--- config.mk ---
export PLATFORM = sky130hd
export DESIGN_NAME = irc_line_tokenizer
export DESIGN_NICKNAME = d
export VERILOG_FILES = /design/src/hdl/irclt_pkg.sv /design/src/hdl/irclt_scan.sv /design/src/hdl/irclt_queue.sv /design/src/hdl/irc_line_tokenizer.sv
export SDC_FILE = /design/constraint.sdc
export NUM_CORES = 1
export LEC_CHECK = 0
export BUFFER_PORTS_ARGS = -buffer_cell sky130_fd_sc_hd__buf_2
export CAP_MARGIN = 20
export CORE_MARGIN = 3
export CORE_UTILIZATION = 46
export CTS_CLUSTER_SIZE = 16
export DETAILED_ROUTE_END_ITERATION = 7
export PLACE_DENSITY = 0.7
export SYNTH_ARGS = -nofsm -noshare
export SYNTH_HDL_FRONTEND = slang
export SYNTH_SLANG_ARGS = --single-unit
--- constraint.sdc ---
create_clock -name clk -period 8.51 [get_ports clk]
set_input_delay 1.702 -clock clk [delete_from_list [all_inputs] [get_ports clk]]
set_output_delay 1.702 -clock clk [all_outputs]
set_load 0.01 [all_outputs]
--- src/hdl/irclt_pkg.sv ---
// shared types and constants of the irc line tokenizer
// record layout, scanner phases, character codes and queue sizing
// no dependencies
package irclt_pkg;

  localparam int MAX_LINE = 512;
  localparam int POS_W    = $clog2(MAX_LINE) + 1;
  localparam int OFF_W    = 9;
  localparam int PIDX_W   = 4;
  localparam int MAX_RECS = 3;
  localparam int Q_DEPTH  = 4;
  localparam int CNT_W    = $clog2(Q_DEPTH + 1);
  localparam int TDATA_W  = 32;

  localparam logic [PIDX_W-1:0] PARAM_LIMIT = 4'd15;
  localparam logic [PIDX_W-1:0] MAXP_RESET  = 4'd15;

  localparam logic [7:0] CH_CR    = 8'h0D;
  localparam logic [7:0] CH_LF    = 8'h0A;
  localparam logic [7:0] CH_COLON = 8'h3A;
  localparam logic [7:0] CH_SP    = 8'h20;

  typedef enum logic [2:0] {
    PH_START,
    PH_PREFIX,
    PH_CMD,
    PH_GAP,
    PH_MIDDLE,
    PH_TRAIL,
    PH_HALT
  } phase_t;

  typedef enum logic [2:0] {
    K_PREFIX,
    K_CMD,
    K_MIDDLE,
    K_TRAIL,
    K_STATUS
  } kind_t;

  typedef enum logic [2:0] {
    ST_OK,
    ST_BAD_END,
    ST_PREFIX,
    ST_NO_SPACE,
    ST_PARAMS,
    ST_LONG
  } status_t;

  typedef struct packed {
    kind_t             kind;
    logic [OFF_W-1:0]  offset;
    logic [OFF_W-1:0]  length;
    logic [PIDX_W-1:0] pidx;
    status_t           status;
    logic              last;
  } rec_t;

  typedef struct packed {
    logic [1:0]                cnt;
    rec_t [MAX_RECS-1:0]       recs;
  } push_t;

endpackage

--- src/hdl/irclt_scan.sv ---
// byte scanner of the irc line tokenizer: line state and record generation
// holds back the last two bytes and emits up to two records per byte
// depends on irclt_pkg
module irclt_scan (
  input  logic                          clk,
  input  logic                          rst,
  input  logic                          in_valid,
  input  logic [7:0]                    in_byte,
  input  logic                          in_last,
  input  logic [irclt_pkg::PIDX_W-1:0]  max_params,
  output irclt_pkg::push_t              push
);

  irclt_pkg::phase_t               phase;
  logic [irclt_pkg::POS_W-1:0]     position;
  logic [irclt_pkg::OFF_W-1:0]     token_start;
  logic [irclt_pkg::PIDX_W-1:0]    param_count;
  irclt_pkg::status_t              error_code;
  logic [7:0]                      held0;
  logic [7:0]                      held1;

  irclt_pkg::phase_t               phase_b;
  logic [irclt_pkg::OFF_W-1:0]     ts_b;
  logic [irclt_pkg::PIDX_W-1:0]    pc_b;
  irclt_pkg::status_t              err_b;

  logic                            ovf;
  logic                            run;
  logic                            is_sp;
  logic                            start_col;
  irclt_pkg::phase_t               eph;
  logic [irclt_pkg::OFF_W-1:0]     p;
  logic [irclt_pkg::OFF_W-1:0]     ets;
  logic [irclt_pkg::PIDX_W-1:0]    cap;

  irclt_pkg::rec_t                 body_rec;
  irclt_pkg::rec_t                 flush_rec;
  irclt_pkg::rec_t                 stat_rec;
  logic                            body_v;
  logic                            flush_v;
  logic                            stat_v;
  logic [irclt_pkg::OFF_W-1:0]     body_len;

  // decode shared by next state and outputs
  always_comb begin
    ovf       = position >= irclt_pkg::POS_W'(irclt_pkg::MAX_LINE);
    run       = in_valid && !ovf && (position >= irclt_pkg::POS_W'(2)) &&
                (error_code == irclt_pkg::ST_OK) && (phase != irclt_pkg::PH_HALT);
    p         = position[irclt_pkg::OFF_W-1:0] - irclt_pkg::OFF_W'(2);
    is_sp     = held0 == irclt_pkg::CH_SP;
    start_col = (phase == irclt_pkg::PH_START) && (held0 == irclt_pkg::CH_COLON);
    eph       = (phase == irclt_pkg::PH_START) ? irclt_pkg::PH_CMD : phase;
    ets       = (phase == irclt_pkg::PH_START) ? p : token_start;
    cap       = (max_params > irclt_pkg::PARAM_LIMIT) ? irclt_pkg::PARAM_LIMIT : max_params;
    body_len  = position[irclt_pkg::OFF_W-1:0] - irclt_pkg::OFF_W'(1);
  end

  // next state after the body byte
  always_comb begin
    phase_b = phase;
    ts_b    = token_start;
    pc_b    = param_count;
    err_b   = error_code;
    if (ovf) begin
      err_b   = irclt_pkg::ST_LONG;
      phase_b = irclt_pkg::PH_HALT;
    end else if (run) begin
      if (start_col) begin
        phase_b = irclt_pkg::PH_PREFIX;
        ts_b    = p + irclt_pkg::OFF_W'(1);
      end else begin
        phase_b = eph;
        ts_b    = ets;
        unique case (eph)
          irclt_pkg::PH_PREFIX: begin
            if (is_sp) begin
              phase_b = irclt_pkg::PH_CMD;
              ts_b    = p + irclt_pkg::OFF_W'(1);
            end
          end
          irclt_pkg::PH_CMD: begin
            if (is_sp) phase_b = irclt_pkg::PH_GAP;
          end
          irclt_pkg::PH_GAP: begin
            if (!is_sp) begin
              if (param_count >= cap) begin
                err_b   = irclt_pkg::ST_PARAMS;
                phase_b = irclt_pkg::PH_HALT;
              end else begin
                pc_b = param_count + irclt_pkg::PIDX_W'(1);
                if (held0 == irclt_pkg::CH_COLON) begin
                  ts_b    = p + irclt_pkg::OFF_W'(1);
                  phase_b = irclt_pkg::PH_TRAIL;
                end else begin
                  ts_b    = p;
                  phase_b = irclt_pkg::PH_MIDDLE;
                end
              end
            end
          end
          irclt_pkg::PH_MIDDLE: begin
            if (is_sp) phase_b = irclt_pkg::PH_GAP;
          end
          default: begin
          end
        endcase
      end
    end
  end

  // record outputs
  always_comb begin
    body_rec        = '0;
    body_rec.offset = ets;
    body_rec.length = p - ets;
    body_rec.kind   = irclt_pkg::K_CMD;
    body_v          = 1'b0;
    if (run && !start_col && is_sp) begin
      unique case (eph)
        irclt_pkg::PH_PREFIX: begin
          body_rec.kind = irclt_pkg::K_PREFIX;
          body_v        = 1'b1;
        end
        irclt_pkg::PH_CMD: begin
          body_rec.kind = irclt_pkg::K_CMD;
          body_v        = 1'b1;
        end
        irclt_pkg::PH_MIDDLE: begin
          body_rec.kind = irclt_pkg::K_MIDDLE;
          body_rec.pidx = param_count - irclt_pkg::PIDX_W'(1);
          body_v        = 1'b1;
        end
        default: begin
        end
      endcase
    end

    flush_rec        = '0;
    flush_rec.kind   = irclt_pkg::K_MIDDLE;
    flush_rec.offset = ts_b;
    flush_rec.length = body_len - ts_b;
    flush_rec.pidx   = pc_b - irclt_pkg::PIDX_W'(1);
    flush_v          = 1'b0;

    stat_rec        = '0;
    stat_rec.kind   = irclt_pkg::K_STATUS;
    stat_rec.last   = 1'b1;
    stat_rec.status = irclt_pkg::ST_OK;
    stat_v          = in_valid && in_last;

    if (err_b == irclt_pkg::ST_LONG) begin
      stat_rec.status = irclt_pkg::ST_LONG;
    end else if ((position < irclt_pkg::POS_W'(2)) || (held1 != irclt_pkg::CH_CR) ||
                 (in_byte != irclt_pkg::CH_LF)) begin
      stat_rec.status = irclt_pkg::ST_BAD_END;
    end else if (err_b != irclt_pkg::ST_OK) begin
      stat_rec.status = err_b;
    end else begin
      unique case (phase_b) inside
        irclt_pkg::PH_PREFIX: stat_rec.status = irclt_pkg::ST_PREFIX;
        irclt_pkg::PH_START, irclt_pkg::PH_CMD: stat_rec.status = irclt_pkg::ST_NO_SPACE;
        irclt_pkg::PH_MIDDLE: flush_v = stat_v;
        irclt_pkg::PH_TRAIL: begin
          flush_rec.kind = irclt_pkg::K_TRAIL;
          flush_v        = stat_v;
        end
        default: begin
        end
      endcase
    end

    push = '0;
    if (body_v) begin
      push.recs[push.cnt] = body_rec;
      push.cnt            = push.cnt + 2'd1;
    end
    if (flush_v) begin
      push.recs[push.cnt] = flush_rec;
      push.cnt            = push.cnt + 2'd1;
    end
    if (stat_v) begin
      push.recs[push.cnt] = stat_rec;
      push.cnt            = push.cnt + 2'd1;
    end
  end

  always_ff @(posedge clk) begin
    if (rst) begin
      phase       <= irclt_pkg::PH_START;
      position    <= '0;
      token_start <= '0;
      param_count <= '0;
      error_code  <= irclt_pkg::ST_OK;
    end else if (in_valid) begin
      if (in_last) begin
        phase       <= irclt_pkg::PH_START;
        position    <= '0;
        token_start <= '0;
        param_count <= '0;
        error_code  <= irclt_pkg::ST_OK;
      end else begin
        phase       <= phase_b;
        token_start <= ts_b;
        param_count <= pc_b;
        error_code  <= err_b;
        if (!ovf) position <= position + irclt_pkg::POS_W'(1);
      end
    end
  end

  // two-byte hold-back
  always_ff @(posedge clk) begin
    if (in_valid) begin
      if (position >= irclt_pkg::POS_W'(2)) begin
        held0 <= held1;
        held1 <= in_byte;
      end else if (position == '0) begin
        held0 <= in_byte;
      end else begin
        held1 <= in_byte;
      end
    end
  end

`ifndef NO_ASSERTIONS
  a_status_last: assert property (@(posedge clk) disable iff (rst)
    in_valid && in_last |-> push.cnt != 2'd0 && push.recs[push.cnt - 2'd1].last)
    else $error("line end without closing status record");
  a_mid_line: assert property (@(posedge clk) disable iff (rst)
    in_valid && !in_last |-> push.cnt <= 2'd1)
    else $error("more than one record for a mid-line byte");
  a_clear: assert property (@(posedge clk) disable iff (rst)
    in_valid && in_last |=> position == '0 && phase == irclt_pkg::PH_START)
    else $error("line state not cleared after line end");
`endif

endmodule

--- src/hdl/irclt_queue.sv ---
// record queue of the irc line tokenizer
// takes up to three records per cycle, hands out one per transaction
// depends on irclt_pkg
module irclt_queue (
  input  logic                 clk,
  input  logic                 rst,
  input  irclt_pkg::push_t     push,
  output logic                 room,
  output logic                 out_valid,
  input  logic                 out_ready,
  output irclt_pkg::rec_t      out_rec
);

  irclt_pkg::rec_t              slot [irclt_pkg::Q_DEPTH];
  irclt_pkg::rec_t              slot_next [irclt_pkg::Q_DEPTH];
  logic [irclt_pkg::CNT_W-1:0]  count;
  logic [irclt_pkg::CNT_W-1:0]  count_next;
  logic [irclt_pkg::CNT_W-1:0]  base;
  logic                         pop;

  assign out_valid = count != '0;
  assign out_rec   = slot[0];
  assign pop       = out_valid && out_ready;
  assign room      = count <= irclt_pkg::CNT_W'(irclt_pkg::Q_DEPTH - irclt_pkg::MAX_RECS);

  always_comb begin
    base       = count - irclt_pkg::CNT_W'(pop);
    count_next = base + irclt_pkg::CNT_W'(push.cnt);
    for (int i = 0; i < irclt_pkg::Q_DEPTH - 1; i++) begin
      slot_next[i] = pop ? slot[i + 1] : slot[i];
    end
    slot_next[irclt_pkg::Q_DEPTH-1] = slot[irclt_pkg::Q_DEPTH-1];
    for (int i = 0; i < irclt_pkg::Q_DEPTH; i++) begin
      for (int j = 0; j < irclt_pkg::MAX_RECS; j++) begin
        if ((2'(j) < push.cnt) &&
            (base + irclt_pkg::CNT_W'(j) == irclt_pkg::CNT_W'(i))) begin
          slot_next[i] = push.recs[j];
        end
      end
    end
  end

  always_ff @(posedge clk) begin
    if (rst) begin
      count <= '0;
    end else begin
      count <= count_next;
    end
  end

  always_ff @(posedge clk) begin
    for (int i = 0; i < irclt_pkg::Q_DEPTH; i++) begin
      slot[i] <= slot_next[i];
    end
  end

`ifndef NO_ASSERTIONS
  a_depth: assert property (@(posedge clk) disable iff (rst)
    count <= irclt_pkg::CNT_W'(irclt_pkg::Q_DEPTH))
    else $error("record queue overfilled");
  a_push_room: assert property (@(posedge clk) disable iff (rst)
    push.cnt != 2'd0 |-> room)
    else $error("records pushed without room");
  a_count_step: assert property (@(posedge clk) disable iff (rst)
    pop && push.cnt == 2'd0 |=> count == $past(count) - irclt_pkg::CNT_W'(1))
    else $error("queue count lost track of a pop");
`endif

endmodule

--- src/hdl/irc_line_tokenizer.sv ---
// top level of the irc line tokenizer: stream ports, max_params register
// and record packing; depends on irclt_pkg, irclt_scan and irclt_queue
//
// One line byte is taken per clock on the input stream. Each byte is
// scanned in the cycle it is accepted and its records (at most one token
// record mid-line, at most a token plus the status record on the final
// byte) are written into a four-entry record queue; records leave one per
// clock while m_tready is high. Token records lag their bytes by two
// positions because the last two bytes of a line are held back for the CR
// LF check. The input takes a byte whenever the queue holds at most one
// record, so one byte per cycle is sustained while each byte yields at most
// one record. max_params is to be written on the cfg channel between lines,
// which the block does not check; cfg_ready is always high.
module irc_line_tokenizer (
  input  logic                            clk,
  input  logic                            rst,
  input  logic                            s_tvalid,
  output logic                            s_tready,
  input  logic [7:0]                      s_tdata,  // byte_in
  input  logic                            s_tlast,  // line_end
  output logic                            m_tvalid,
  input  logic                            m_tready,
  // tok_offset, tok_length, param_index, status, zero fill
  output logic [irclt_pkg::TDATA_W-1:0]   m_tdata,
  output logic [2:0]                      m_tuser,  // rec_kind
  output logic                            m_tlast,  // rec_last
  input  logic                            cfg_valid,
  output logic                            cfg_ready,
  input  logic [irclt_pkg::PIDX_W-1:0]    cfg_data  // max_params
);

  logic [irclt_pkg::PIDX_W-1:0] max_params;
  irclt_pkg::push_t             push;
  irclt_pkg::rec_t              head;
  logic                         room;
  logic                         in_acc;

  assign cfg_ready = 1'b1;
  assign s_tready  = room;
  assign in_acc    = s_tvalid && s_tready;

  always_ff @(posedge clk) begin
    if (rst) begin
      max_params <= irclt_pkg::MAXP_RESET;
    end else if (cfg_valid && cfg_ready) begin
      max_params <= cfg_data;
    end
  end

  irclt_scan u_scan (
    .clk        (clk),
    .rst        (rst),
    .in_valid   (in_acc),
    .in_byte    (s_tdata),
    .in_last    (s_tlast),
    .max_params (max_params),
    .push       (push)
  );

  irclt_queue u_queue (
    .clk       (clk),
    .rst       (rst),
    .push      (push),
    .room      (room),
    .out_valid (m_tvalid),
    .out_ready (m_tready),
    .out_rec   (head)
  );

  assign m_tdata = irclt_pkg::TDATA_W'({head.status, head.pidx, head.length, head.offset});
  assign m_tuser = head.kind;
  assign m_tlast = head.last;

endmodule

# == Yosys cells after proc, flatten, opt, wreduce, memory -nomap -nowiden ==
# Memories as Yosys holds them, arrays and structs flattened.
# Index checks and enable logic that the tools add are counted.
# classes
reduce_logical,45
magnitude_cmp,13
mul,0
mux,85
eq_ne,25
n_addsub,15
bitwise_logic,0
div,0
n_shift,0
# op_table
op,count
29-bit two-way mux,18
89-bit two-way mux,2
87-bit bitwise mux,2
29-bit demux with 2-bit select,2
9-bit two-way mux,9
3-bit two-way mux,23
4-bit two-way mux,10
8-bit two-way mux,4
"3-bit by 2-bit equality test with 1-bit output, second input constant",9
1-bit logical AND,24
10-bit two-way mux,2
3-bit logical NOT,6
9-bit case mux with 2 select lines,1
9-bit subtractor,2
"8-bit by 6-bit equality test with 1-bit output, second input constant",2
"8-bit by 4-bit inequality test with 1-bit output, second input constant",2
"3-bit by 1-bit equality test with 1-bit output, second input constant",5
"3-bit equality test, second input constant",4
"10-bit by 1-bit adder with 10-bit output, second input constant",1
"10-bit >= comparator, second input constant",1
"10-bit by 2-bit >= comparator with 1-bit output, second input constant",1
10-bit logical NOT,1
"10-bit by 2-bit < comparator with 1-bit output, second input constant",1
"9-bit by 1-bit adder with 9-bit output, second input constant",1
other kinds (32),50
# totals
output_inout_bits,39
word_cells,193
latch_bits,0
ramBits,116
mem_count,1
rom_bits,0
ff_bits,52
# memory_table
memory,depth,width,rd,rd_ports_with_merged_regs,wr,line,source
u_queue.slot,4,29,4,0,4,irclt_queue.sv:14,irclt_pkg::rec_t slot [irclt_pkg::Q_DEPTH];

# == Longest topological paths before layout ==
# Gate-level depths: netlist of the first run.
# logic_depth
depth_word,27
mapped_depth,22
ltp_nobuf,20

# == By module ==
# Synthesis of the first run repeated with hierarchy kept, for this count alone.
# hier_totals
cells_unflattened,1288
hier_area_um2,12084.1
# modules_own_cells
module,area_per_inst_um2,seq_area_each_um2,cells_each,n_inst
irclt_queue,6996.7,3543.4,630,1
irclt_scan,4873.4,1061.0,635,1
irc_line_tokenizer,214.0,80.1,23,1

# == Worst setup path after synthesis of the first run ==
# Ideal clock, no wire load.
# synth_path
path_kind,input to register
from,input s_tvalid
to,memory u_queue.slot[1][0] (netlist bit) (enable)
t_arrival_ns,5.751
required_time_ns,8.125
setup_ns,0.385
stages,18
n_path_buf,5
slack_ns,2.374
path_cell_list,nand2_1 > nor4_4 > and3_1 > clkbuf_1 > nor4b_1 > and3_1 > buf_6 > inv_6 > buf_8 > ha_1 > clkbuf_1 > nor3_1 > a31oi_1 > or2_2 > nor3_1 > nor2_1 > clkbuf_1 > nand2_1
# synth_lines
element,line,source
"start, declared",irc_line_tokenizer.sv:17,"input logic s_tvalid,"
"end, declared",irclt_queue.sv:14,

==> flow_summary.html, run 1 <==
<table>
<tr><th>Metric</th><th>Value</th></tr>
<tr><th colspan="2">Synth</th></tr>
<tr><td>Total of warnings raised by yosys</td><td>0</td></tr>
<tr><td>Gate count of the mapped netlist</td><td>1020</td></tr>
<tr><td>Async set or reset register ratio after synthesis</td><td>0</td></tr>
<tr><td>Most frequently used flop master after synthesis</td><td>edfxtp_1</td></tr>
<tr><td>Mean Syn Cell Area</td><td>between 9 and 10 sq um</td></tr>
<tr><td>Synth Register Bits</td><td>164</td></tr>
<tr><td>Library cell occupying the most area in the post-synthesis netlist</td><td>edfxtp_1</td></tr>
<tr><td>Number of enable flip-flop cells after synthesis</td><td>128</td></tr>
<tr><td>Sequential-to-total area share from yosys stat</td><td>0.4719</td></tr>
<tr><td>Top post-synthesis cells by area</td><td>edfxtp_1 (40%), dfxtp_1 (7.5%), nand2_1 (5.2%), ha_1 (4.8%), nor2_1 (4.6%)</td></tr>
<tr><td>Count of different cell masters after synthesis</td><td>77</td></tr>
<tr><td>Share of the synthesized area in the top cell type</td><td>0.3974</td></tr>
<tr><td>Area of the mapped netlist</td><td>9673 sq um</td></tr>
<tr><th colspan="2">Die</th></tr>
<tr><td>Die area</td><td>22800 sq um</td></tr>
<tr><td>Number of top-level design ports</td><td>57</td></tr>
<tr><td>Starting density of the core</td><td>0.4735</td></tr>
<tr><td>Chip Height</td><td>151.0 microns</td></tr>
<tr><td>Die width</td><td>151.0 microns</td></tr>
<tr><td>Floorplan Core Area</td><td>20430 sq um</td></tr>
<tr><td>Cell row count</td><td>52</td></tr>
<tr><th colspan="2">Worst setup path</th></tr>
<tr><td>Endpoint type of the worst setup path</td><td>register</td></tr>
<tr><td>Category of the worst setup path launch point</td><td>input port</td></tr>
<tr><td>Required time of the critical path</td><td>8.62 ns</td></tr>
<tr><td>Path type of the worst setup path</td><td>input port to register</td></tr>
<tr><td>Arrival time worst endpoint</td><td>6.55 ns</td></tr>
<tr><td>Worst R2R Path Depth</td><td>15</td></tr>
<tr><td>FF-to-FF setup slack</td><td>2.43 ns</td></tr>
<tr><td>Largest fanout on the critical path</td><td>28</td></tr>
<tr><td>Reg-to-Reg End</td><td>u_queue.slot[0][4]</td></tr>
<tr><td>Startpoint of the worst register-to-register path</td><td>u_scan.position[1]</td></tr>
<tr><th colspan="2">Finish</th></tr>
<tr><td>Most used cells in the layout excluding fill and tap cells</td><td>nand2_1 (134), edfxtp_1 (128), nor2_1 (118)</td></tr>
<tr><td>Ratio of cells with drive above 1 in the final layout</td><td>0.1273</td></tr>
<tr><td>Number of fill cells in the layout</td><td>~1800</td></tr>
<tr><td>Final standard cell utilization of the core</td><td>0.5227</td></tr>
<tr><td>Antenna diodes</td><td>0</td></tr>
<tr><td>Most common cell after layout, fill and taps aside</td><td>nand2_1</td></tr>
<tr><td>Post-layout nets</td><td>1098</td></tr>
<tr><td>Area added between synthesis and finish</td><td>10.39%</td></tr>
<tr><th colspan="2">Timing</th></tr>
<tr><td>Shortest period the worst path allows</td><td>about 6.4 ns</td></tr>
<tr><td>Final Cycle Share</td><td>0.7566</td></tr>
<tr><td>Highest Clock Rate</td><td>around 0.16 GHz</td></tr>
<tr><td>Setup repair after global routing missed its margin</td><td>no</td></tr>
<tr><td>Setup-violating endpoint count in the final report</td><td>0</td></tr>
<tr><td>Slew Viols, Final</td><td>0</td></tr>
<tr><td>Final TNS setup</td><td>0 ns</td></tr>
<tr><td>Pin slew with the least headroom to its limit</td><td>1.000 ns</td></tr>
<tr><td>Post-route clock skew</td><td>0.009355 ns</td></tr>
<tr><td>Final hold violations</td><td>0</td></tr>
<tr><td>Worst rel slew slack</td><td>0.3307</td></tr>
<tr><th colspan="2">Detailed routing</th></tr>
<tr><td>Via Count</td><td>approximately 7700</td></tr>
<tr><td>Average wire per cell in the routed design</td><td>17.76 microns</td></tr>
<tr><td>WL final</td><td>23500 microns</td></tr>
<tr><td>Average vias per placed instance</td><td>5.797</td></tr>
<tr><td>Starting DRT DRC Count</td><td>~780</td></tr>
<tr><td>DRC</td><td>0</td></tr>
<tr><td>Antenna Violating Nets Remaining</td><td>0</td></tr>
<tr><td>1st-pass router iterations</td><td>6</td></tr>
<tr><th colspan="2">Hold path</th></tr>
<tr><td>End point of the worst hold path</td><td>u_scan.token_start[5]</td></tr>
<tr><td>Source of the worst hold timing path</td><td>u_scan.token_start[5]</td></tr>
<tr><td>HP Class</td><td>register to register</td></tr>
<tr><td>Hold path cells</td><td>2</td></tr>
<tr><th colspan="2">Place</th></tr>
<tr><td>Port buffer count</td><td>48</td></tr>
<tr><td>Final Wtd Congestion</td><td>slightly above 0.9</td></tr>
<tr><td>Half-perimeter wire length after placement</td><td>17300 microns</td></tr>
<tr><th colspan="2">Clock network</th></tr>
<tr><td>Clk Latency, worst-skew pair</td><td>0.44 ns</td></tr>
<tr><td>Maximum count of clock buffers along a single path</td><td>2</td></tr>
<tr><td>Buffers inserted by post-CTS timing repair</td><td>0</td></tr>
<tr><td>Clock Root Buffer</td><td>clkbuf_16</td></tr>
<tr><td>CTS HTree Levels</td><td>4</td></tr>
<tr><td>Number of cells upsized or downsized after cts</td><td>0</td></tr>
<tr><td>Number of sinks handled by clock tree synthesis</td><td>164</td></tr>
<tr><td>Total of hold buffers inserted after clock tree synthesis</td><td>0</td></tr>
<tr><td>Cts bufs inserted</td><td>17</td></tr>
<tr><td>Clock tree from TritonCTS</td><td>yes</td></tr>
<tr><td>Clock input transition at the sequential cells of the worst setup and hold paths</td><td>around 0.07 ns</td></tr>
<tr><th colspan="2">GRT</th></tr>
<tr><td>Wire length of the first global-routing pass</td><td>around 38000 microns</td></tr>
<tr><td>Total overflow reported by the global router</td><td>0</td></tr>
<tr><td>Largest net degree at the start of global routing</td><td>29</td></tr>
<tr><td>Via count of the first global-routing pass</td><td>roughly 7100</td></tr>
<tr><td>Number of antenna violations at the first check in global routing</td><td>1</td></tr>
<tr><td>Tot GR Track Use</td><td>0.2124</td></tr>
<tr><th colspan="2">Pwr</th></tr>
<tr><td>Power per standard cell area</td><td>roughly 280 nW/um^2</td></tr>
<tr><td>Worst voltage drop across the vdd grid</td><td>0.1608 mV</td></tr>
<tr><td>Leakage dissipation</td><td>4.070 nW</td></tr>
<tr><th colspan="2">Outcome</th></tr>
<tr><td>Outcome</td><td>complete, no violations</td></tr>
<tr><th colspan="2">Run</th></tr>
<tr><td>Maxcap violations</td><td>0</td></tr>
</table>
## through the flow
stage / std cells / power [mW] / setup WS (ns) / cell area (sq um) / hold slack (ns)
after CTS: 1323 / 2.975 / 2.135 / 10680 / 0.4741
after global placement: 1291 / 2.171 / 1.781 / 10050 / 0.4621
after global routing: 1323 / 3.153 / 1.648 / 10680 / 0.5043
after detailed placement: 1291 / 2.186 / 1.654 / 10050 / 0.4664
after floorplan: 1026 / 1.932 / 2.374 / 9696 / 0.4445
final: 1323 / 2.967 / 2.072 / 10680 / 0.4769
## per-layer routing
| layer | part of all wire | global-route usage | wire, microns |
|---|---|---|---|
| met3 | 0.059 | 0.04399 | 1390 |
| met1 | 0.45 | 0.2834 | 10520 |
| met4 | 0.021 | 0.07298 | 491 |
| met2 | 0.47 | 0.3454 | 11080 |
| met5 | 0.00055 | 0 | 13 |
## cell usage after synthesis (11+ instances only)
library cell / n
xnor2_1: 27
ha_1: 37
nand3_1: 19
a22oi_1: 25
a31oi_1: 11
a21oi_1: 53
a21o_1: 11
inv_1: 36
o21ai_1: 15
edfxtp_1: 128
dfxtp_1: 36
nor3_1: 24
nand2_1: 134
clkbuf_1: 40
nor2_1: 118
o21ai_0: 78
xor2_1: 14
## sequential cells by signal, summed over array words and instances, names as in the netlist
| signal | count |
|---|---|
| max_params | 4 |
| u_queue.count | 3 |
| u_queue.slot | 112 |
| u_scan.error_code | 3 |
| u_scan.held0 | 8 |
| u_scan.held1 | 8 |
| u_scan.param_count | 4 |
| u_scan.phase | 3 |
| u_scan.position | 10 |
| u_scan.token_start | 9 |
## cells by family (layout without fill, tap and decap cells)
logic type,Yosys count,count (layout),share of synthesized area
AO/OA/AOI/OAI,279,279,0.1888
XOR/XNOR,41,41,0.03712
adder cells (fa/ha/maj),41,41,0.05523
buffers and inverters,103,130,0.04786
flip-flops,164,164,0.4719
multiplexers,11,11,0.01255
other,2,8,0.0007764
AND/OR/NAND/NOR,379,379,0.1857
## final cells by class
class                           count  area, sq um  share of cell area
Clock buffer                       17        425.4             0.03984
Clock inverter                     15        198.9             0.01863
Inverter                           38        147.6             0.01383
Multi-Input combinational cell    759         4673              0.4377
Sequential cell                   164         4564              0.4275
Tap cell                          270        337.8             0.03164
Timing Repair Buffer               60        330.3             0.03094
## worst max-delay path, cell delays in order
cell and delay, ns:
buf_2 0.10, nand2_1 0.39, buf_4 0.30, nor4_4 0.07
buf_4 0.23, and3_1 0.23, nor4b_1 0.25, and3_1 0.86
inv_6 0.15, ha_1 0.28, and3_1 0.26, a21oi_1 0.44
nand4_1 0.41, nand2_1 0.22, nor2_1 0.06, buf_4 0.19
nand2_1 0.08, buf_4 0.31
## power by group
part | internal [mW] | total, mW | leakage (nW) | switching, mW
logic | 0.317 | 0.867 | 2.27 | 0.550
registers | 1.23 | 1.30 | 1.50 | 0.0770
clock network | 0.403 | 0.797 | 0.300 | 0.394
## how the worst max path moves through the flow
stage / start / endpoint / slack [ns]
5_1_grt: s_tvalid / u_queue.slot[0][27] / 1.65
6_report: s_tvalid / u_queue.slot[0][4] / 2.07
3_3_place_gp: s_tvalid / u_queue.slot[0][20] / 1.78
4_1_cts: s_tvalid / u_queue.slot[0][11] / 2.14
2_1_floorplan: s_tvalid / u_queue.slot[1][0] / 2.37
3_5_place_dp: s_tvalid / u_queue.slot[0][20] / 1.65
Power figures use the tool's default switching activity.
==> inputs of run 2 (changes only) <==
--- a/config.mk
+++ b/config.mk
@@ -11,7 +11,7 @@
 export CORE_UTILIZATION = 46
 export CTS_CLUSTER_SIZE = 16
 export DETAILED_ROUTE_END_ITERATION = 7
-export PLACE_DENSITY = 0.7
+export PLACE_DENSITY = 0.72
 export SYNTH_ARGS = -nofsm -noshare
 export SYNTH_HDL_FRONTEND = slang
 export SYNTH_SLANG_ARGS = --single-unit
==> constraint.sdc (replaced) <==
create_clock -name clk -period 5.37 [get_ports clk]
set_input_delay 1.074 -clock clk [delete_from_list [all_inputs] [get_ports clk]]
set_output_delay 1.074 -clock clk [all_outputs]
set_load 0.01 [all_outputs]
==> run 2 against run 1 <==
Via count rose by 2.1%. First-iteration DRC count rose by 0.77%. Largest cell class unchanged. Combinational power grew 65%. Final cell count grew 1.7%. Non-clock buffer count is 23 higher. Critical path type is now register to register. Clock-buffer cell count unchanged. Sequential share of layout area shrank 0.74 points. Register-to-register slack worse by 2.0 ns.
==> flow_summary.html, run 2 (synthesis results as in run 1) <==
<table>
<tr><th>Metric</th><th>Value</th></tr>
<tr><th colspan="2">Pwr</th></tr>
<tr><td>Worst voltage drop across the vdd grid</td><td>0.3493 mV (+120%)</td></tr>
<tr><td>Switching power share of the total</td><td>0.3468 (+0.002755)</td></tr>
<tr><td>Power per standard cell area</td><td>437.3 nW/um^2 (+57%)</td></tr>
<tr><td>Reg power frac</td><td>0.434 (-0.005)</td></tr>
<tr><td>Part of the total power dissipated in the clock network</td><td>0.265 (-0.003)</td></tr>
<tr><td>Combinational power share</td><td>0.301 (+0.009)</td></tr>
<tr><td>Total net switching power</td><td>1.648 mW (+61%)</td></tr>
<tr><td>Int Power</td><td>3.105 mW (+59%)</td></tr>
<tr><td>Leakage dissipation</td><td>4.184 nW (+2.8%)</td></tr>
<tr><th colspan="2">Timing</th></tr>
<tr><td>Setup repair after global routing missed its margin</td><td>no</td></tr>
<tr><td>Slew Viols, Final</td><td>0 (unchanged)</td></tr>
<tr><td>Shortest period the worst path allows</td><td>4.980 ns</td></tr>
<tr><td>Final Cycle Share</td><td>0.9275</td></tr>
<tr><td>Setup-violating endpoint count in the final report</td><td>0 (unchanged)</td></tr>
<tr><td>Final TNS setup</td><td>0 ns (unchanged)</td></tr>
<tr><td>Worst rel slew slack</td><td>0.3232 (-0.007513)</td></tr>
<tr><td>Highest Clock Rate</td><td>between 0.2 and 0.25 GHz</td></tr>
<tr><td>Post-route clock skew</td><td>0.01492 ns (+0.005562 ns)</td></tr>
<tr><td>Final hold violations</td><td>0 (unchanged)</td></tr>
<tr><td>Worst hold slack across all endpoints</td><td>0.4824 ns (+0.005512 ns)</td></tr>
<tr><td>Pin slew with the least headroom to its limit</td><td>1.011 ns (+0.01123 ns)</td></tr>
<tr><th colspan="2">Hold path</th></tr>
<tr><td>Hold path cells</td><td>2 (unchanged)</td></tr>
<tr><td>HP Class</td><td>register to register</td></tr>
<tr><td>End point of the worst hold path</td><td>u_scan.token_start[5]</td></tr>
<tr><td>Source of the worst hold timing path</td><td>u_scan.token_start[5]</td></tr>
<tr><th colspan="2">Clock network</th></tr>
<tr><td>Clock tree from TritonCTS</td><td>yes</td></tr>
<tr><td>Cts bufs inserted</td><td>17 (unchanged)</td></tr>
<tr><td>Maximum count of clock buffers along a single path</td><td>2 (unchanged)</td></tr>
<tr><td>Clock Root Buffer</td><td>clkbuf_16</td></tr>
<tr><td>CTS HTree Levels</td><td>4 (unchanged)</td></tr>
<tr><td>Number of sinks handled by clock tree synthesis</td><td>164 (unchanged)</td></tr>
<tr><td>Clk Latency, worst-skew pair</td><td>0.44 ns (about the same)</td></tr>
<tr><td>Clock input transition at the sequential cells of the worst setup and hold paths</td><td>0.08 ns (about the same)</td></tr>
<tr><th colspan="2">GRT</th></tr>
<tr><td>Wire length of the first global-routing pass</td><td>39070 microns (+3.0%)</td></tr>
<tr><td>Tot GR Track Use</td><td>0.2197 (+0.007332)</td></tr>
<tr><td>Largest net degree at the start of global routing</td><td>29 (unchanged)</td></tr>
<tr><td>Total overflow reported by the global router</td><td>0 (unchanged)</td></tr>
<tr><td>Number of antenna violations at the first check in global routing</td><td>0 (-1)</td></tr>
<tr><td>Via count of the first global-routing pass</td><td>7411 (+3.8%)</td></tr>
<tr><th colspan="2">Worst setup path</th></tr>
<tr><td>Reg-to-Reg End</td><td>u_queue.slot[0][15]</td></tr>
<tr><td>Endpoint type of the worst setup path</td><td>register</td></tr>
<tr><td>Required time of the critical path</td><td>5.54 ns (-3.08 ns)</td></tr>
<tr><td>Startpoint of the worst register-to-register path</td><td>u_scan.held0[2]</td></tr>
<tr><td>Path type of the worst setup path</td><td>register to register</td></tr>
<tr><td>Largest fanout on the critical path</td><td>13 (-54%)</td></tr>
<tr><td>Category of the worst setup path launch point</td><td>register</td></tr>
<tr><td>FF-to-FF setup slack</td><td>0.39 ns (-2.04 ns)</td></tr>
<tr><td>Worst R2R Path Depth</td><td>19 (+4)</td></tr>
<tr><td>Arrival time worst endpoint</td><td>5.15 ns (-1.40 ns)</td></tr>
<tr><th colspan="2">Die</th></tr>
<tr><td>Die area</td><td>22800 sq um (unchanged)</td></tr>
<tr><td>Number of top-level design ports</td><td>57 (unchanged)</td></tr>
<tr><td>Starting density of the core</td><td>0.4735 (unchanged)</td></tr>
<tr><td>Chip Height</td><td>151.0 microns (unchanged)</td></tr>
<tr><td>Die width</td><td>151.0 microns (unchanged)</td></tr>
<tr><td>Floorplan Core Area</td><td>20430 sq um (unchanged)</td></tr>
<tr><td>Cell row count</td><td>52 (unchanged)</td></tr>
<tr><th colspan="2">Finish</th></tr>
<tr><td>Register containing the most flip-flops in the final layout</td><td>u_queue.slot</td></tr>
<tr><td>Most common cell after layout, fill and taps aside</td><td>nand2_1</td></tr>
<tr><td>Largest registers in the final layout</td><td>u_queue.slot: 112 flops, u_scan.position: 10 flops, u_scan.token_start: 9 flops</td></tr>
<tr><td>Antenna diodes</td><td>0 (unchanged)</td></tr>
<tr><td>Most used cells in the layout excluding fill and tap cells</td><td>nand2_1 (133), edfxtp_1 (128), nor2_1 (118)</td></tr>
<tr><td>Area added between synthesis and finish</td><td>12.37%</td></tr>
<tr><td>Ratio of cells with drive above 1 in the final layout</td><td>0.1496 (+0.02237)</td></tr>
<tr><td>Final standard cell utilization of the core</td><td>0.5320 (+0.009371)</td></tr>
<tr><td>Number of fill cells in the layout</td><td>1800 (-2.6%)</td></tr>
<tr><td>Max FFs per register</td><td>112 (unchanged)</td></tr>
<tr><td>Post-layout nets</td><td>1121 (+2.1%)</td></tr>
<tr><th colspan="2">Detailed routing</th></tr>
<tr><td>Average vias per placed instance</td><td>5.816 (+0.32%)</td></tr>
<tr><td>Average wire per cell in the routed design</td><td>18.07 microns (+1.7%)</td></tr>
<tr><td>DRC</td><td>0 (unchanged)</td></tr>
<tr><td>1st-pass router iterations</td><td>6 (unchanged)</td></tr>
<tr><td>Starting DRT DRC Count</td><td>784 (+0.77%)</td></tr>
<tr><td>Antenna Violating Nets Remaining</td><td>0 (unchanged)</td></tr>
<tr><td>WL final</td><td>24320 microns (+3.5%)</td></tr>
<tr><td>Via Count</td><td>7828 (+2.1%)</td></tr>
<tr><th colspan="2">Place</th></tr>
<tr><td>Final Wtd Congestion</td><td>1.008 (+8.5%)</td></tr>
<tr><td>Port buffer count</td><td>48 (unchanged)</td></tr>
<tr><td>Half-perimeter wire length after placement</td><td>18150 microns (+4.9%)</td></tr>
<tr><th colspan="2">Outcome</th></tr>
<tr><td>Outcome</td><td>complete, no violations</td></tr>
<tr><th colspan="2">Run</th></tr>
<tr><td>Maxcap violations</td><td>0 (unchanged)</td></tr>
</table>
[run 2: cell count changes in the layout (fill, tap and decap cells not counted), moves of 2 or more]
cell / change
buf_4: +23
inv_6: -2
o21ai_0: -2
o21ai_1: +2
[run 2: routing by layer]
metal	vias to the layer above	global-route usage	routed length, microns
met5	-	0	0
met4	0	0.07434	522
met3	44	0.03501	1429
met2	291	0.3749	12050
met1	3716	0.2854	10320
li1	3777	-	-
[run 2: power by group through the flow]
stage | registers [mW] | clock network, mW | logic [mW]
floorplan | 2.13 | 0 | 0.929
global placement | 2.07 | 0 | 1.37
detailed placement | 2.09 | 0 | 1.40
CTS | 2.07 | 1.28 | 1.41
global route | 2.11 | 1.34 | 1.60
finish | 2.06 | 1.26 | 1.43
[run 2: area by class of cell]
type / instances / area [sq um] / share of cell area
multi-input combinational: 759 / 4688 / 0.4313
sequential: 164 / 4566 / 0.4201
timing repair buffer: 83 / 503.0 / 0.04628
clock buffer: 17 / 425.4 / 0.03914
tap: 270 / 337.8 / 0.03108
clock inverter: 15 / 201.4 / 0.01853
inverter: 38 / 147.6 / 0.01358
[run 2: worst max path at each step]
| stage | startpoint | to | slack (ns) | cells past startpoint |
|---|---|---|---|---|
| after global routing | u_scan.param_count[0] | u_queue.slot[1][15] | 0.06 | 21 |
| after global placement | u_scan.param_count[0] | u_queue.slot[0][16] | 0.40 | 21 |
| final | u_scan.held0[2] | u_queue.slot[0][15] | 0.39 | 19 |
| after detailed placement | u_scan.param_count[0] | u_queue.slot[0][14] | 0.22 | 21 |
| after floorplan | u_scan.param_count[0] | u_queue.slot[2][0] | 0.05 | 20 |
| after CTS | u_scan.param_count[0] | u_queue.slot[0][14] | 0.18 | 21 |
[run 2: timing repair]
action,in CTS,in global routing
resized for setup,0,5
endpoints found under the setup margin,0,11
hold buffers,0,0
setup buffers,0,0
[run 2: per-stage QoR]
step                      instance area, sq um  cells  worst slack [ns]  total power, mW
final                                    10870   1346            0.3896            4.753
after global routing                     10870   1346           0.06156            5.040
after CTS                                10860   1346            0.1828            4.759
after detailed placement                 10230   1314            0.2177            3.496
after global placement                   10230   1314            0.3994            3.439
after floorplan                           9698   1026           0.04932            3.062
[run 2: worst max-delay path: stages, from the launching register on]
cell	delay, ns
edfxtp_1	0.38
or4b_4	0.60
or3_1	0.51
buf_4	0.24
nor3_2	0.28
a211oi_1	0.09
a221o_1	0.37
a21boi_1	0.15
o31ai_1	0.10
inv_1	0.11
ha_1	0.24
a21o_1	0.19
a21oi_1	0.21
nor2b_1	0.09
o21a_1	0.18
o21ai_0	0.22
a21boi_0	0.15
xor2_1	0.17
a22oi_2	0.28
o21ai_0	0.13
